[config.mk]
export PLATFORM = sky130hd
export DESIGN_NAME = erav_div
export DESIGN_NICKNAME = d
export VERILOG_FILES = /design/src/hw/rtl/erav_pkg.sv /design/src/hw/rtl/erav_div.sv
export SDC_FILE = /design/constraint.sdc
export NUM_CORES = 1
export LEC_CHECK = 0
export BUFFER_PORTS_ARGS = -buffer_cell sky130_fd_sc_hd__buf_2
export CAP_MARGIN = 10
export CELL_PAD_IN_SITES_DETAIL_PLACEMENT = 1
export CELL_PAD_IN_SITES_GLOBAL_PLACEMENT = 1
export CORE_MARGIN = 3
export CORE_UTILIZATION = 23
export DETAILED_ROUTE_END_ITERATION = 7
export HOLD_SLACK_MARGIN = 0.03
export PLACE_DENSITY = 0.49
export SYNTH_ARGS = -nofsm -noshare
export SYNTH_HDL_FRONTEND = slang
export SYNTH_SLANG_ARGS = --single-unit
[constraint.sdc]
create_clock -name clock -period 3.9 [get_ports clock]
set_clock_uncertainty 0.2 [all_clocks]
set_input_delay 0 -clock clock [delete_from_list [all_inputs] [get_ports clock]]
set_output_delay 0 -clock clock [all_outputs]
set_load 0.1 [all_outputs]
[src/hw/rtl/erav_pkg.sv]
// ----------------------------------------------------------------------------
// erav_pkg
// Shared constants, type codes, opcodes and the sample scaling function for
// the element-wise running average unit.
// ----------------------------------------------------------------------------
package erav_pkg;

   // Fixed-point average format
   localparam int DATA_W    = 64;
   localparam int FRAC_BITS = 16;
   localparam int IP_W      = DATA_W - FRAC_BITS;

   // Vector storage
   localparam int ELEMENTS = 256;
   localparam int ADDR_W   = $clog2(ELEMENTS);

   // Field widths
   localparam int OP_W     = 2;
   localparam int INDEX_W  = 8;
   localparam int SAMPLE_W = 32;
   localparam int COUNT_W  = 16;
   localparam int TYPE_W   = 3;

   // Divider
   localparam int DIV_STEPS = DATA_W;
   localparam int STEP_W    = $clog2(DIV_STEPS);

   // Opcodes
   localparam logic [OP_W-1:0] OP_CLEAR = 2'd0;
   localparam logic [OP_W-1:0] OP_INC   = 2'd1;
   localparam logic [OP_W-1:0] OP_ACC   = 2'd2;
   localparam logic [OP_W-1:0] OP_READ  = 2'd3;

   // Sample type codes
   localparam logic [TYPE_W-1:0] TYPE_S8  = 3'd0;
   localparam logic [TYPE_W-1:0] TYPE_S16 = 3'd1;
   localparam logic [TYPE_W-1:0] TYPE_S32 = 3'd2;
   localparam logic [TYPE_W-1:0] TYPE_U8  = 3'd3;
   localparam logic [TYPE_W-1:0] TYPE_U16 = 3'd4;
   localparam logic [TYPE_W-1:0] TYPE_U32 = 3'd5;
   localparam logic [TYPE_W-1:0] TYPE_RESET = TYPE_S32;

   // Saturation limits of the average word
   localparam logic [DATA_W-1:0] AVG_MAX = {1'b0, {(DATA_W-1){1'b1}}};
   localparam logic [DATA_W-1:0] AVG_MIN = {1'b1, {(DATA_W-1){1'b0}}};

   // Scale a raw sample to the fixed-point format (exact, before division)
   function automatic logic [DATA_W-1:0] scale_sample(input logic [SAMPLE_W-1:0] raw,
                                                      input logic [TYPE_W-1:0] t);
      logic [DATA_W-1:0] v;
      case (t)
         TYPE_S8:  v = {{(DATA_W-8){raw[7]}}, raw[7:0]};
         TYPE_S16: v = {{(DATA_W-16){raw[15]}}, raw[15:0]};
         TYPE_S32: v = {{(DATA_W-32){raw[31]}}, raw[31:0]};
         TYPE_U8:  v = {{(DATA_W-8){1'b0}}, raw[7:0]};
         TYPE_U16: v = {{(DATA_W-16){1'b0}}, raw[15:0]};
         TYPE_U32: v = {{(DATA_W-32){1'b0}}, raw[31:0]};
         default:  v = '0;
      endcase
      return v << FRAC_BITS;
   endfunction

endpackage

[src/hw/rtl/erav_div.sv]
// ----------------------------------------------------------------------------
// erav_div
// Radix-2 restoring divider: unsigned 64-bit dividend by 16-bit divisor,
// one quotient bit per cycle, truncating.
// ----------------------------------------------------------------------------
module erav_div
   import erav_pkg::*;
(
   input  logic               clock,
   input  logic               reset,
   input  logic               start,
   input  logic [DATA_W-1:0]  dividend,
   input  logic [COUNT_W-1:0] divisor,
   output logic               done,
   output logic [DATA_W-1:0]  quotient
);

   logic               busy_ff, busy_in;
   logic               done_ff, done_in;
   logic [STEP_W-1:0]  step_ff, step_in;
   logic [DATA_W-1:0]  quo_ff, quo_in;
   logic [COUNT_W-1:0] rem_ff, rem_in;
   logic [COUNT_W-1:0] dvs_ff, dvs_in;
   logic [COUNT_W:0]   trial;
   logic               fits;

   // Shift in the next dividend bit and try a subtract
   always_comb begin
      trial   = {rem_ff, quo_ff[DATA_W-1]};
      fits    = trial >= {1'b0, dvs_ff};
      busy_in = busy_ff;
      done_in = 1'b0;
      step_in = step_ff;
      quo_in  = quo_ff;
      rem_in  = rem_ff;
      dvs_in  = dvs_ff;
      if (start) begin
         busy_in = 1'b1;
         step_in = '0;
         quo_in  = dividend;
         rem_in  = '0;
         dvs_in  = divisor;
      end else if (busy_ff) begin
         quo_in  = {quo_ff[DATA_W-2:0], fits};
         rem_in  = fits ? COUNT_W'(trial - {1'b0, dvs_ff}) : trial[COUNT_W-1:0];
         step_in = step_ff + STEP_W'(1);
         if (step_ff == STEP_W'(DIV_STEPS - 1)) begin
            busy_in = 1'b0;
            done_in = 1'b1;
         end
      end
   end

   // Control state
   always_ff @(posedge clock) begin
      if (reset) begin
         busy_ff <= 1'b0;
         done_ff <= 1'b0;
         step_ff <= '0;
      end else begin
         busy_ff <= busy_in;
         done_ff <= done_in;
         step_ff <= step_in;
      end
   end

   // Datapath
   always_ff @(posedge clock) begin
      quo_ff <= quo_in;
      rem_ff <= rem_in;
      dvs_ff <= dvs_in;
   end

   assign done     = done_ff;
   assign quotient = quo_ff;

   property p_done_ends_busy;
      @(posedge clock) disable iff (reset)
      done_ff |-> !busy_ff;
   endproperty
   a_done_ends_busy: assert property (p_done_ends_busy)
      else $error("divider done while still busy");

   property p_last_step_done;
      @(posedge clock) disable iff (reset)
      (busy_ff && !start && step_ff == STEP_W'(DIV_STEPS - 1)) |=> done_ff;
   endproperty
   a_last_step_done: assert property (p_last_step_done)
      else $error("divider missed done after last step");

   property p_idle_quiet;
      @(posedge clock) disable iff (reset)
      (!busy_ff && !start) |=> !busy_ff;
   endproperty
   a_idle_quiet: assert property (p_idle_quiet)
      else $error("divider started without start");

endmodule

==> results.cfg <==
[status]
status = completed

[synth]
ys_warn_count = 0
synth_cells = 404
synth_cell_type_count = 57
synth_ff_type = edfxtp_1
ys_ff_latch = 104
syn_area_um2 = 5140
synthesis.nets = 505
synth_edf_count = 80
synthArstFlopShare_pct = 0
postSynthAreaPerCell_um2 = 12.7
yosysSeqAreaShare_pct = 56.0

[placement]
dp.cells = 819
place_congestion = 0.778
pre_cts_ws_ns = 1.14
placed_cell_area_um2 = 6200
hpwl_um = 10600
portBuffers = 147

[route]
drc = 0
ant_nets = 0
wire_per_inst_um = 16.5
vias = 4131
vias_per_cell = 4.48
firstDrtPassIters = 4
drtIter0Drc = 148
routed_wl_um = 15200

[sta]
fin_ws_ns = 1.08
relSlewSlack_pct = 42.1
slew_viol_final = 0
tightest_slew_ns = 0.866
max_freq_ghz = 0.355
hold_slack_ns = 0.0589
post-route-period-util_pct = 72.2
fin_tns_setup_ns = 0
setup_viol = 0
fin_crit_ns = 2.82
hold_viol = 0
rsz0062_at_grt = no

[final_layout]
drive_above_1_share_pct = 27.7
regArea_um2 = 2880
fillers = 2448
final_cell_count_no_fill = 923
multi_input_area_um2 = 2110
final_nets = 739
area_delta_synth_final_pct = 43.3
antennaDiodeCount = 0
final_util_pct = 33.7
fin_area_um2 = 7370

[power]
p_clk_share_pct = 27.7
p_per_area_nw_per_um2 = 444
ir_drop_uv = 206
power_frac_seq_pct = 41.5
p_int_mw = 2.02
power_leakage_nw = 3.05
sw_frac_of_total_pct = 38.3
pwr-share-comb_pct = 30.8
p_switching_mw = 1.25
power.total_mw = 3.28

[setup_path]
crit_fanout = 12
worst_setup_path_start_kind = flip-flop
max_stage_delay_ns = 0.42
rrSetupSlack_ns = 1.08
critPathKind = flip-flop to flip-flop
required_ns = 3.96
cp_cell_sequence = inv_1 > ha_1 > a21oi_1 > o21ai_1 > a311oi_2 > a31o_2 > mux2_1 > a211oi_1
slowest_stage = a311oi_2
cp-end-kind = flip-flop
critPathArrivalTime_ns = 2.88
rr_startpoint = dvs_ff[6]
r2r_cells = 8
reg2reg_to = rem_ff[0]

[flow_run]
drv_cap = 0

[global_route]
grt_overflow = 0
grtUsageTotal_pct = 12.7
grt_pass1_wl_um = 24400
grt_start_max_net_pins = 65
grt_pass1_vias = 4480
antenna_found_initial = 0

[floorplan]
design.core.area_um2 = 21900
die_h_um = 156
rows = 54
die_x_um = 156
initial_utilization_pct = 23.5
pin_count = 148
dieArea_um2 = 24200

[clock_network]
numCtsBuffers = 9
clk_latency_ns = 0.35
numClockSinks = 104
cts_setup_buffers = 0
cts_max_level = 3
clk_path_buf_depth = 2
cts_tree = built
cts.clk_slew.worst_paths_ns = 0.08
ctsResizeCount = 0
root_buffer = clkbuf_16

[min_path]
hold_path.class = primary input to flip-flop
min_from = start
worstHoldEndpoint = rem_ff[15]
worstHoldPathCells = 4
-- registers in the layout, indices dropped and copies added, names as in the netlist --
name and cells:
busy_ff 1, done 1, dvs_ff 16, quotient 64
rem_ff 16, step_ff 6
-- cell usage in the layout, fill, tap and decap left out, types with 3 or more instances in the layout --
cell type        n
inv_1           21
mux2_1          59
and3_1           5
nor2_1          26
a32oi_1          4
dlygate4sd3_1   88
o21a_1           3
a211oi_1         4
or3_1            3
ha_1            17
a21oi_1         15
mux2_2           6
o21ai_0          7
nor3_1           5
a211o_1          4
buf_4            4
nor4_1           3
nand2b_1         5
mux2i_1          6
xor2_1           4
clkbuf_16        9
xnor2_1          5
a311oi_1         5
nand2_1         17
edfxtp_1        80
o21ai_1         13
dfxtp_1         24
nand3_1          3
a21o_1           3
buf_2          146
o211a_1          4
-- critical path: cells and delay by family (launching register included) --
kind | cells | cell delay (ns)
compound gates | 5 | 1.45
buf+inv | 1 | 0.04
fa+ha+maj | 1 | 0.35
flops | 1 | 0.33
mux | 1 | 0.35
-- power by group through the flow --
stage                     clock, mW  sequential, mW  combinational [mW]
after floorplan                   0            1.88               0.240
after global placement            0            1.38               0.933
after detailed placement          0            1.38               0.937
after CTS                     0.950            1.36                1.01
after global routing           1.00            1.38                1.07
final                         0.907            1.36                1.01
-- area by class of cell --
type / count / share of cell area (%)
well taps: 280 / 4.75
clock inverters: 6 / 0.781
flip-flops and latches: 104 / 39.1
repair buffers: 239 / 22.5
clock buffers: 10 / 3.11
inverters: 22 / 1.12
multi-input cells: 262 / 28.6
-- synth_stat cells (all sizes together), types with 2 or more instances --
master   n  area share [%]
a211o    4            0.68
a211oi   4            0.58
a21boi   2            0.29
a21o     3            0.44
a21oi   15             1.5
a311oi   6             1.1
a31o     2            0.34
a31oi    4            0.90
a32oi    4            0.68
and2     2            0.24
and3     5            0.61
and4     2            0.34
buf      8            0.78
clkbuf   8            0.58
dfxtp   24             9.3
edfxtp  80              47
ha      17             4.1
inv     22             1.6
mux2    65              14
mux2i    6             1.2
nand2   17             1.2
nand2b   5            0.61
nand3    3            0.29
nand4    2            0.24
nor2    26             1.9
nor3     5            0.49
nor3b    2            0.29
nor4     3            0.36
o211a    4            0.78
o21a     3            0.44
o21ai   20             1.9
o31a     2            0.34
o31ai    2            0.29
or2      2            0.24
or3      3            0.36
or4      2            0.29
xnor2    5            0.85
xor2     4            0.68
-- how the worst max path moves through the flow --
stage / from / to / slack (ns)
2_1_floorplan: quotient[63] / rem_ff[10] / 0.99
5_1_grt: dvs_ff[6] / rem_ff[0] / 0.90
3_5_place_dp: dvs_ff[6] / rem_ff[0] / 1.14
3_3_place_gp: dvs_ff[6] / rem_ff[0] / 1.21
4_1_cts: dvs_ff[6] / rem_ff[0] / 1.10
6_report: dvs_ff[6] / rem_ff[0] / 1.08
-- per-layer routing --
metal  vias up  global-route usage [%]  share of wire (%)
met5         -                       0                  0
met4         0                    3.63                1.1
met3         9                    5.02                7.9
met2       118                    19.9                 46
met1      2002                    16.4                 45
li1       2002                       -                  -
-- kinds of logic (layout without fill, tap and decap cells) --
group	after synthesis	count (layout)	synth area share [%]
flip-flops	104	104	56.0
AO/OA/AOI/OAI	83	83	11.7
AND/OR/NAND/NOR	81	81	7.81
multiplexers	71	71	15.4
buffers and inverters	38	277	2.97
adder cells (fa/ha/maj)	18	18	4.52
XOR/XNOR	9	9	1.53
-- repair_timing --
item	4_1_cts	5_1_grt
hold endpoints to repair	88	0
hold buffers	88	0
setup endpoints to repair	0	0
Power figures use the tool's default switching activity.
