File: config.mk
export PLATFORM = sky130hd
export DESIGN_NAME = erav_cast
export DESIGN_NICKNAME = d
export VERILOG_FILES = /design/src/hw/rtl/erav_pkg.sv /design/src/hw/rtl/erav_cast.sv
export SDC_FILE = /design/constraint.sdc
export NUM_CORES = 1
export LEC_CHECK = 0
export BUFFER_PORTS_ARGS = -buffer_cell sky130_fd_sc_hd__buf_2
export CORE_MARGIN = 10
export CORE_UTILIZATION = 30
export DETAILED_ROUTE_END_ITERATION = 7
export PLACE_DENSITY_LB_ADDON = 0.05
export SETUP_SLACK_MARGIN = 0.15
export SLEW_MARGIN = 20
export SYNTH_ARGS = -nofsm -noshare
export SYNTH_HDL_FRONTEND = slang
export SYNTH_SLANG_ARGS = --single-unit
File: constraint.sdc
create_clock -name vclk -period 16.2
set_clock_uncertainty 0.1 [all_clocks]
set_input_delay 1.62 -clock vclk [all_inputs]
set_output_delay 1.62 -clock vclk [all_outputs]
set_load 0.05 [all_outputs]
File: src/hw/rtl/erav_pkg.sv
// ----------------------------------------------------------------------------
// erav_pkg
// Shared constants, type codes, opcodes and the sample scaling function for
// the element-wise running average unit.
// ----------------------------------------------------------------------------
package erav_pkg;

   // Fixed-point average format
   localparam int DATA_W    = 64;
   localparam int FRAC_BITS = 16;
   localparam int IP_W      = DATA_W - FRAC_BITS;

   // Vector storage
   localparam int ELEMENTS = 256;
   localparam int ADDR_W   = $clog2(ELEMENTS);

   // Field widths
   localparam int OP_W     = 2;
   localparam int INDEX_W  = 8;
   localparam int SAMPLE_W = 32;
   localparam int COUNT_W  = 16;
   localparam int TYPE_W   = 3;

   // Divider
   localparam int DIV_STEPS = DATA_W;
   localparam int STEP_W    = $clog2(DIV_STEPS);

   // Opcodes
   localparam logic [OP_W-1:0] OP_CLEAR = 2'd0;
   localparam logic [OP_W-1:0] OP_INC   = 2'd1;
   localparam logic [OP_W-1:0] OP_ACC   = 2'd2;
   localparam logic [OP_W-1:0] OP_READ  = 2'd3;

   // Sample type codes
   localparam logic [TYPE_W-1:0] TYPE_S8  = 3'd0;
   localparam logic [TYPE_W-1:0] TYPE_S16 = 3'd1;
   localparam logic [TYPE_W-1:0] TYPE_S32 = 3'd2;
   localparam logic [TYPE_W-1:0] TYPE_U8  = 3'd3;
   localparam logic [TYPE_W-1:0] TYPE_U16 = 3'd4;
   localparam logic [TYPE_W-1:0] TYPE_U32 = 3'd5;
   localparam logic [TYPE_W-1:0] TYPE_RESET = TYPE_S32;

   // Saturation limits of the average word
   localparam logic [DATA_W-1:0] AVG_MAX = {1'b0, {(DATA_W-1){1'b1}}};
   localparam logic [DATA_W-1:0] AVG_MIN = {1'b1, {(DATA_W-1){1'b0}}};

   // Scale a raw sample to the fixed-point format (exact, before division)
   function automatic logic [DATA_W-1:0] scale_sample(input logic [SAMPLE_W-1:0] raw,
                                                      input logic [TYPE_W-1:0] t);
      logic [DATA_W-1:0] v;
      case (t)
         TYPE_S8:  v = {{(DATA_W-8){raw[7]}}, raw[7:0]};
         TYPE_S16: v = {{(DATA_W-16){raw[15]}}, raw[15:0]};
         TYPE_S32: v = {{(DATA_W-32){raw[31]}}, raw[31:0]};
         TYPE_U8:  v = {{(DATA_W-8){1'b0}}, raw[7:0]};
         TYPE_U16: v = {{(DATA_W-16){1'b0}}, raw[15:0]};
         TYPE_U32: v = {{(DATA_W-32){1'b0}}, raw[31:0]};
         default:  v = '0;
      endcase
      return v << FRAC_BITS;
   endfunction

endpackage

File: src/hw/rtl/erav_cast.sv
// ----------------------------------------------------------------------------
// erav_cast
// Readout cast: integer part of a fixed-point average, truncated toward zero
// and saturated to the configured sample type, with a clip flag.
// ----------------------------------------------------------------------------
module erav_cast
   import erav_pkg::*;
(
   input  logic [DATA_W-1:0]   avg,
   input  logic [TYPE_W-1:0]   elem_type,
   output logic [SAMPLE_W-1:0] typed,
   output logic                saturated
);

   logic              neg;
   logic [DATA_W-1:0] mag;
   logic [IP_W-1:0]   ip;
   logic [IP_W-1:0]   lim;
   logic [IP_W-1:0]   neg_lim;
   logic [IP_W-1:0]   mask;
   logic [IP_W-1:0]   half;
   logic              is_signed;
   logic              known;

   // Decode type range
   always_comb begin
      known     = 1'b1;
      is_signed = 1'b0;
      mask      = '0;
      case (elem_type)
         TYPE_S8:  begin is_signed = 1'b1; mask = IP_W'(8'hFF); end
         TYPE_S16: begin is_signed = 1'b1; mask = IP_W'(16'hFFFF); end
         TYPE_S32: begin is_signed = 1'b1; mask = IP_W'(32'hFFFF_FFFF); end
         TYPE_U8:  mask = IP_W'(8'hFF);
         TYPE_U16: mask = IP_W'(16'hFFFF);
         TYPE_U32: mask = IP_W'(32'hFFFF_FFFF);
         default:  known = 1'b0;
      endcase
      half = (mask >> 1) + IP_W'(1);
   end

   // Truncate and clip
   always_comb begin
      neg       = avg[DATA_W-1];
      mag       = neg ? (~avg + DATA_W'(1)) : avg;
      ip        = mag[DATA_W-1:FRAC_BITS];
      lim       = ip;
      saturated = 1'b0;
      typed     = '0;
      if (known) begin
         if (is_signed) begin
            if (neg) begin
               if (ip > half) begin
                  lim       = half;
                  saturated = 1'b1;
               end
            end else if (ip > half - IP_W'(1)) begin
               lim       = half - IP_W'(1);
               saturated = 1'b1;
            end
         end else begin
            if (neg) begin
               lim       = '0;
               saturated = ip != '0;
            end else if (ip > mask) begin
               lim       = mask;
               saturated = 1'b1;
            end
         end
      end else begin
         lim = '0;
      end
      neg_lim = ~lim + IP_W'(1);
      typed   = (neg && is_signed) ? neg_lim[SAMPLE_W-1:0] & mask[SAMPLE_W-1:0]
                                   : lim[SAMPLE_W-1:0] & mask[SAMPLE_W-1:0];
   end

endmodule

==> out/results.ini, run 1 <==
[critical_path]
crit_cells=23
crit_path_frequent_cell=sky130_fd_sc_hd__nand4_1
critical_path.slowest_cell=sky130_fd_sc_hd__or3_1
arrival_time_worst_endpoint_ps=9120
worstSetupPathType=in2out
worstPathBufferInverterCount=3
path_delay_family=simple AND/OR/NAND/NOR gates
crit_path_start_kind=primary input
crit_chain=buf_2, nor4_1, nand4_1, or3_1, o21ai_0, xor2_1, inv_1, ha_1, nand3_1, nor3_1, nand4_1, a311o_1, a211oi_1, a311oi_2, nor2_1, a221o_1, nor2b_1, a31oi_1, nor2_1, nand4_1, or4_1, o311ai_1, buf_2
worst_path_largest_cell_delay_ps=780
crit_path_end_kind=output pin
critical_path_peak_fanout=13
worst_ep_required_time_ps=14480
cp-startpoint=avg[6]
worstSetupEndpoint=typed[31]

[status]
outcome=complete, no violations

[sta]
final_hold_viol_count=0
period_share=0.669
drv_slew=0
timing.fmax_mhz=92.3
totalNegativeSetupSlack_ps=0
relSlewSlack=0.364
final_period_minus_worst_setup_slack_ps=10840
hold_ws_ps=3870
grt_setup_unrepaired=no
worst_pin_slew_ps=947
setup_violations=0

[route]
wl_um=25300
drt-pass1-iter-count=4
viasPerCell=5.87
drt-wirelength-per-cell_um=21.3
detail_route.iter0.violations=471
route.antenna.remaining_nets=0
routed-via-count=6980
drcViolationCount=0

[synthesis]
postSynthAreaPerCell_um2=6.93
syn-instance-count=844
synth_sequential_area_ratio=0
synth_top_cells_by_count=84 x sky130_fd_sc_hd__ha_1, 82 x sky130_fd_sc_hd__nor2_1, 66 x sky130_fd_sc_hd__nand2_1
netlist_area_mm2=0.00585
synth_top_area_cell=sky130_fd_sc_hd__ha_1
synth.top_cell.area_share=0.180
yosys_warnings=0
post_synth_num_cell_types=94
synthTopCellsByArea=sky130_fd_sc_hd__ha_1 18%, sky130_fd_sc_hd__xnor2_1 5.8%, sky130_fd_sc_hd__nor2_1 5.3%
synthMostInstantiatedCell=sky130_fd_sc_hd__ha_1

[global_routing]
grt_antenna_before_repair=0
first_pass_grt_wire_length_um=39900
grt_overflow_total=0
largest_net_degree_at_the_start_of_global_routing=76
grt_usage=0.188
grt_pass1_vias=6828

[power]
power.internal_mw=0.0848
vdd.ir_drop.worst_uv=17.6
p_per_area_mw_per_mm2=38.5
p_leak_nw=2.60
comb_power_share=1.000
power_switching_share=0.666
power.clock.fraction=0
p_sw_mw=0.169
p_seq_frac=0
report.power.total_mw=0.254

[final_layout]
areaGrowthSynthToFinish_pct=12.9
multi_input_gate_area_in_the_final_layout_mm2=0.00561
layout.clock_buffers=0
final_nets=1078
filler_cell_count=2189
final_cells=1190
num_antenna_cells=0
seq_cells=0
core_occupancy_in_the_finished_layout=0.341
post_route_cells_drive_above_1_share=0.171
layout.area.seq_um2=0

[cts]
ctsHoldBuffers=0
cts.repair.resized=0
setup_fix_bufs_post_cts=0

[placement]
place.gp.congestion=0.883
placed_cells_incl_taps=1190
detailed_placement_hpwl_um=20900
numPortBuffers=100

[worst_hold_path]
timing.hold.worst.start=avg[17]
path_category_of_the_worst_min_delay_check=in2out
worstHoldPathCells=4

[die]
die_outline_area_mm2=0.0255
num_rows=51
placeableCoreArea_mm2=0.0193
die_height_um=160
initial_utilization=0.302
die-width_um=160
pin_count=100

[job]
cap_violations=0

cell usage in the layout (no fill, tap or decap), types with 9 or more instances in the layout:
cell type | synthesis | final
sky130_fd_sc_hd__o31ai_1 | 16 | 16
sky130_fd_sc_hd__a21oi_1 | 48 | 47
sky130_fd_sc_hd__a31oi_1 | 16 | 16
sky130_fd_sc_hd__buf_4 | 2 | 10
sky130_fd_sc_hd__buf_2 | 8 | 100
sky130_fd_sc_hd__nor3_1 | 34 | 34
sky130_fd_sc_hd__nand3_1 | 31 | 31
sky130_fd_sc_hd__and3_1 | 9 | 9
sky130_fd_sc_hd__nand4_1 | 28 | 28
sky130_fd_sc_hd__xnor2_1 | 39 | 39
sky130_fd_sc_hd__xor2_1 | 24 | 24
sky130_fd_sc_hd__or4_1 | 11 | 11
sky130_fd_sc_hd__a211oi_1 | 9 | 9
sky130_fd_sc_hd__inv_1 | 21 | 21
sky130_fd_sc_hd__nor2_1 | 82 | 82
sky130_fd_sc_hd__nand2b_1 | 10 | 10
sky130_fd_sc_hd__nor4_1 | 22 | 22
sky130_fd_sc_hd__a21o_1 | 10 | 10
sky130_fd_sc_hd__or3_1 | 15 | 15
sky130_fd_sc_hd__or2_2 | 10 | 10
sky130_fd_sc_hd__conb_1 | 1 | 16
sky130_fd_sc_hd__o21ai_0 | 56 | 56
sky130_fd_sc_hd__nand2_1 | 66 | 66
sky130_fd_sc_hd__ha_1 | 84 | 84
logic make-up (layout without fill, tap and decap cells):
family,count (synthesis),after routing,synth area share
compound gates,248,248,0.305
xor+xnor,63,63,0.0944
fa+ha+maj,84,84,0.180
buf+inv,67,133,0.0511
mux,12,12,0.0220
other cells,1,16,0.000641
simple gates,369,369,0.347
per-layer routing:
metal	track usage	vias to the layer above	part of all wire
li1	-	3426	-
met1	0.283	3305	0.52
met2	0.294	247	0.43
met3	0.0188	2	0.053
met4	0.00505	0	0.00087
met5	0	-	0
worst min-delay path by stage:
stage           endpoint  slack [ps]
5_1_grt         typed[0]        3960
3_5_place_dp    typed[1]        3870
3_3_place_gp    typed[0]        3880
2_1_floorplan  typed[21]        3650
4_1_cts         typed[1]        3880
6_report        typed[1]        3870
final cells by class:
class              count  area share
inverters             23      0.0131
multi-input cells    792       0.850
repair buffers       110      0.0872
well taps            265      0.0502
metrics by stage:
step	setup slack (ps)	instance area, um^2
after floorplan	6020	5900
after global placement	5590	6600
after detailed placement	5560	6600
after CTS	5520	6600
after global routing	4640	6600
final	5360	6600
power by group through the flow:
| stage | sequential, mW | clock, mW | combinational (mW) |
|---|---|---|---|
| floorplan | 0 | 0 | 0.178 |
| global placement | 0 | 0 | 0.254 |
| detailed placement | 0 | 0 | 0.252 |
| CTS | 0 | 0 | 0.253 |
| global route | 0 | 0 | 0.282 |
| finish | 0 | 0 | 0.254 |
No activity file was read; power rests on OpenSTA's default activity.
==> inputs of run 2 (changes only) <==
--- a/config.mk
+++ b/config.mk
@@ -5,6 +5,7 @@
 export SDC_FILE = /design/constraint.sdc
 export NUM_CORES = 1
 export LEC_CHECK = 0
+export ABC_AREA = 1
 export BUFFER_PORTS_ARGS = -buffer_cell sky130_fd_sc_hd__buf_2
 export CORE_MARGIN = 10
 export CORE_UTILIZATION = 30
==> constraint.sdc (replaced) <==
create_clock -name vclk -period 11
set_clock_uncertainty 0.1 [all_clocks]
set_input_delay 1.1 -clock vclk [all_inputs]
set_output_delay 1.1 -clock vclk [all_outputs]
set_load 0.05 [all_outputs]
==> run 2 against run 1 <==
Combinational power rose by 67%. Via count increased by 26%. Final cell count increased by 51%. Global-route usage down 0.39 points. Critical path depth up 8. Synthesized cell count up 64%. Total power is 67% higher. Sequential share of layout area stayed put. Critical endpoint is now typed[14]. Largest cell class unchanged.
==> out/results.ini, run 2 <==
[status]
outcome=complete, no violations  ; unchanged

[synthesis]
synth_sequential_area_ratio=0  ; unchanged
adder_cell_fraction_of_synth_area=0.149  ; was 0.180
syn-instance-count=1383  ; was 844
synthTopCellsByArea=sky130_fd_sc_hd__nand2_1 24%, sky130_fd_sc_hd__ha_1 15%, sky130_fd_sc_hd__nor2_1 10%  ; was sky130_fd_sc_hd__ha_1 18%, sky130_fd_sc_hd__xnor2_1 5.8%, sky130_fd_sc_hd__nor2_1 5.3%
combinational_family_with_the_most_area_after_synthesis=simple AND/OR/NAND/NOR gates  ; unchanged
synth.top_cell.area_share=0.236  ; was 0.180
synth_top_cells_by_count=443 x sky130_fd_sc_hd__nand2_1, 195 x sky130_fd_sc_hd__nor2_1, 141 x sky130_fd_sc_hd__nand3_1  ; was 84 x sky130_fd_sc_hd__ha_1, 82 x sky130_fd_sc_hd__nor2_1, 66 x sky130_fd_sc_hd__nand2_1
synthMostInstantiatedCell=sky130_fd_sc_hd__nand2_1  ; was sky130_fd_sc_hd__ha_1
simple_gate_area_share_of_the_yosys_netlist=0.587  ; was 0.347
netlist_area_mm2=0.00704  ; was 0.00585 mm^2
post_synth_xor_area_fraction=0.0199  ; was 0.0944
post_synth_num_cell_types=47  ; was 94
synth.area.mux_share=0  ; was 0.0220
postSynthAreaPerCell_um2=5.09  ; was 6.93 um^2
synth_top_area_cell=sky130_fd_sc_hd__nand2_1  ; was sky130_fd_sc_hd__ha_1
yosys_warnings=0  ; unchanged
synth_compound_gate_area_share=0.134  ; was 0.305

[power]
p_leak_nw=4.04  ; was 2.60 nW
report.power.total_mw=0.423  ; was 0.254 mW
vdd.ir_drop.worst_uv=22.2  ; was 17.6 uV
p_per_area_mw_per_mm2=53.6  ; was 38.5 mW/mm^2

[critical_path]
worst_path_largest_cell_delay_ps=740  ; was 780 ps
arrival_time_worst_endpoint_ps=6950  ; was 9120 ps
critical_path.slowest_cell=sky130_fd_sc_hd__nor2_1  ; was sky130_fd_sc_hd__or3_1
crit_path_end_kind=output pin  ; unchanged
worstSetupPathType=in2out  ; unchanged
critical_path_peak_fanout=20  ; was 13
worst_ep_required_time_ps=9800  ; was 14480 ps
crit_path_start_kind=primary input  ; unchanged
crit_path_frequent_cell=sky130_fd_sc_hd__nand2_1  ; was sky130_fd_sc_hd__nand4_1

[global_routing]
largest_net_degree_at_the_start_of_global_routing=50  ; was 76
grt_antenna_before_repair=0  ; unchanged
first_pass_grt_wire_length_um=45600  ; was 39900 um
grt_overflow_total=0  ; unchanged
grt_pass1_vias=8480  ; was 6828
grt_usage=0.184  ; was 0.188

[die]
die_outline_area_mm2=0.0300  ; was 0.0255 mm^2
placeableCoreArea_mm2=0.0233  ; was 0.0193 mm^2
initial_utilization=0.303  ; was 0.302
die_height_um=173  ; was 160 um
num_rows=56  ; was 51
pin_count=100  ; unchanged
die-width_um=173  ; was 160 um

[sta]
worst_pin_slew_ps=875  ; was 947 ps
grt_setup_unrepaired=no  ; unchanged
timing.fmax_mhz=123
setup_violations=0  ; unchanged
drv_slew=0  ; unchanged
period_share=0.741
final_hold_viol_count=0  ; unchanged
relSlewSlack=0.417  ; was 0.364
final_period_minus_worst_setup_slack_ps=8150
hold_ws_ps=2900  ; was 3870 ps
totalNegativeSetupSlack_ps=0  ; unchanged

[placement]
detailed_placement_hpwl_um=24600  ; was 20900 um
numPortBuffers=100  ; unchanged
place.gp.congestion=0.945  ; was 0.883
postPlaceCellArea_mm2=0.00789  ; was 0.00660 mm^2

[final_layout]
seq_cells=0  ; unchanged
num_antenna_cells=0  ; unchanged
layout_common_cells=443 x sky130_fd_sc_hd__nand2_1, 194 x sky130_fd_sc_hd__nor2_1, 141 x sky130_fd_sc_hd__nand3_1  ; was 100 x sky130_fd_sc_hd__buf_2, 84 x sky130_fd_sc_hd__ha_1, 82 x sky130_fd_sc_hd__nor2_1
layout.clock_buffers=0  ; unchanged
layout.area.seq_um2=0  ; unchanged
post_route_cells_drive_above_1_share=0.157  ; was 0.171
layout.cells.most_common=sky130_fd_sc_hd__nand2_1  ; was sky130_fd_sc_hd__buf_2
filler_cell_count=2822  ; was 2189
final_nets=1625  ; was 1078
areaGrowthSynthToFinish_pct=12.1  ; was 12.9%
core_occupancy_in_the_finished_layout=0.339  ; was 0.341
final_cell_area_mm2=0.00789  ; was 0.00660 mm^2

[cts]
ctsHoldBuffers=0  ; unchanged
cts.repair.resized=0  ; unchanged
setup_fix_bufs_post_cts=0  ; unchanged

[route]
detail_route.iter0.violations=643  ; was 471
wl_um=28800  ; was 25300 um
route.antenna.remaining_nets=0  ; unchanged
routed-via-count=8803  ; was 6980
viasPerCell=4.92  ; was 5.87
drt-pass1-iter-count=6  ; was 4
drcViolationCount=0  ; unchanged
drt-wirelength-per-cell_um=16.1  ; was 21.3 um

[worst_hold_path]
path_category_of_the_worst_min_delay_check=in2out  ; unchanged

[job]
cap_violations=0  ; unchanged

-- run 2: cell types whose count changed in the layout (fill, tap and decap cells not counted), moves of 13 or more --
cell,before,now
sky130_fd_sc_hd__nor4_1,22,6
sky130_fd_sc_hd__nand3_1,31,141
sky130_fd_sc_hd__xnor2_1,39,3
sky130_fd_sc_hd__nand2_1,66,443
sky130_fd_sc_hd__o31ai_1,16,0
sky130_fd_sc_hd__inv_2,2,26
sky130_fd_sc_hd__a21oi_1,47,73
sky130_fd_sc_hd__nor2_1,82,194
sky130_fd_sc_hd__nand2_2,0,32
sky130_fd_sc_hd__a31oi_1,16,3
sky130_fd_sc_hd__nor3_1,34,8
sky130_fd_sc_hd__or3_1,15,0
sky130_fd_sc_hd__inv_1,21,127
sky130_fd_sc_hd__nor2_2,1,29
-- run 2: path summary, 6_finish.rpt --
path	startpoint	to	slack, ps	cells after the start
worst max-delay path	elem_type[1]	typed[14]	2850	31
worst min-delay path	avg[16]	typed[0]	2900	6
-- run 2: kinds of logic (layout without fill, tap and decap cells) --
logic type | after synthesis | in the layout
xor gates and xnor gates | 16 | 16
buffers and inverters | 193 | 267
other | 1 | 16
AOI/OAI and AO/OA | 166 | 166
and+or+nand+nor | 923 | 923
adders and majority gates | 84 | 84
-- run 2: final cells by class --
type                       instances  area (um^2)  area share
inverter                         160          601      0.0761
multi-input combinational       1205         6340       0.803
tap                              319          399      0.0506
timing repair buffer             107          553      0.0701
-- run 2: critical path: cells and delay by family --
kind / cells / cell delay, ps
simple gates: 17 / 2890
buf+inv: 5 / 1370
compound gates: 7 / 940
fa+ha+maj: 2 / 590
-- run 2: through the flow --
step,std cells,worst slack (ps)
2_1_floorplan,1398,2900
3_3_place_gp,1791,2860
3_5_place_dp,1791,2900
4_1_cts,1791,2870
5_1_grt,1791,2380
6_report,1791,2850
-- run 2: routing by layer --
layer | track usage | routed length (um) | share of wire
met5 | 0 | 0 | 0
met3 | 0.0152 | 1330 | 0.046
met2 | 0.330 | 13500 | 0.47
met1 | 0.238 | 13400 | 0.47
met4 | 0.0266 | 468 | 0.016
-- run 2: report_power, final --
part | internal [mW] | switching (mW)
clock | 0 | 0
sequential | 0 | 0
combinational | 0.124 | 0.298
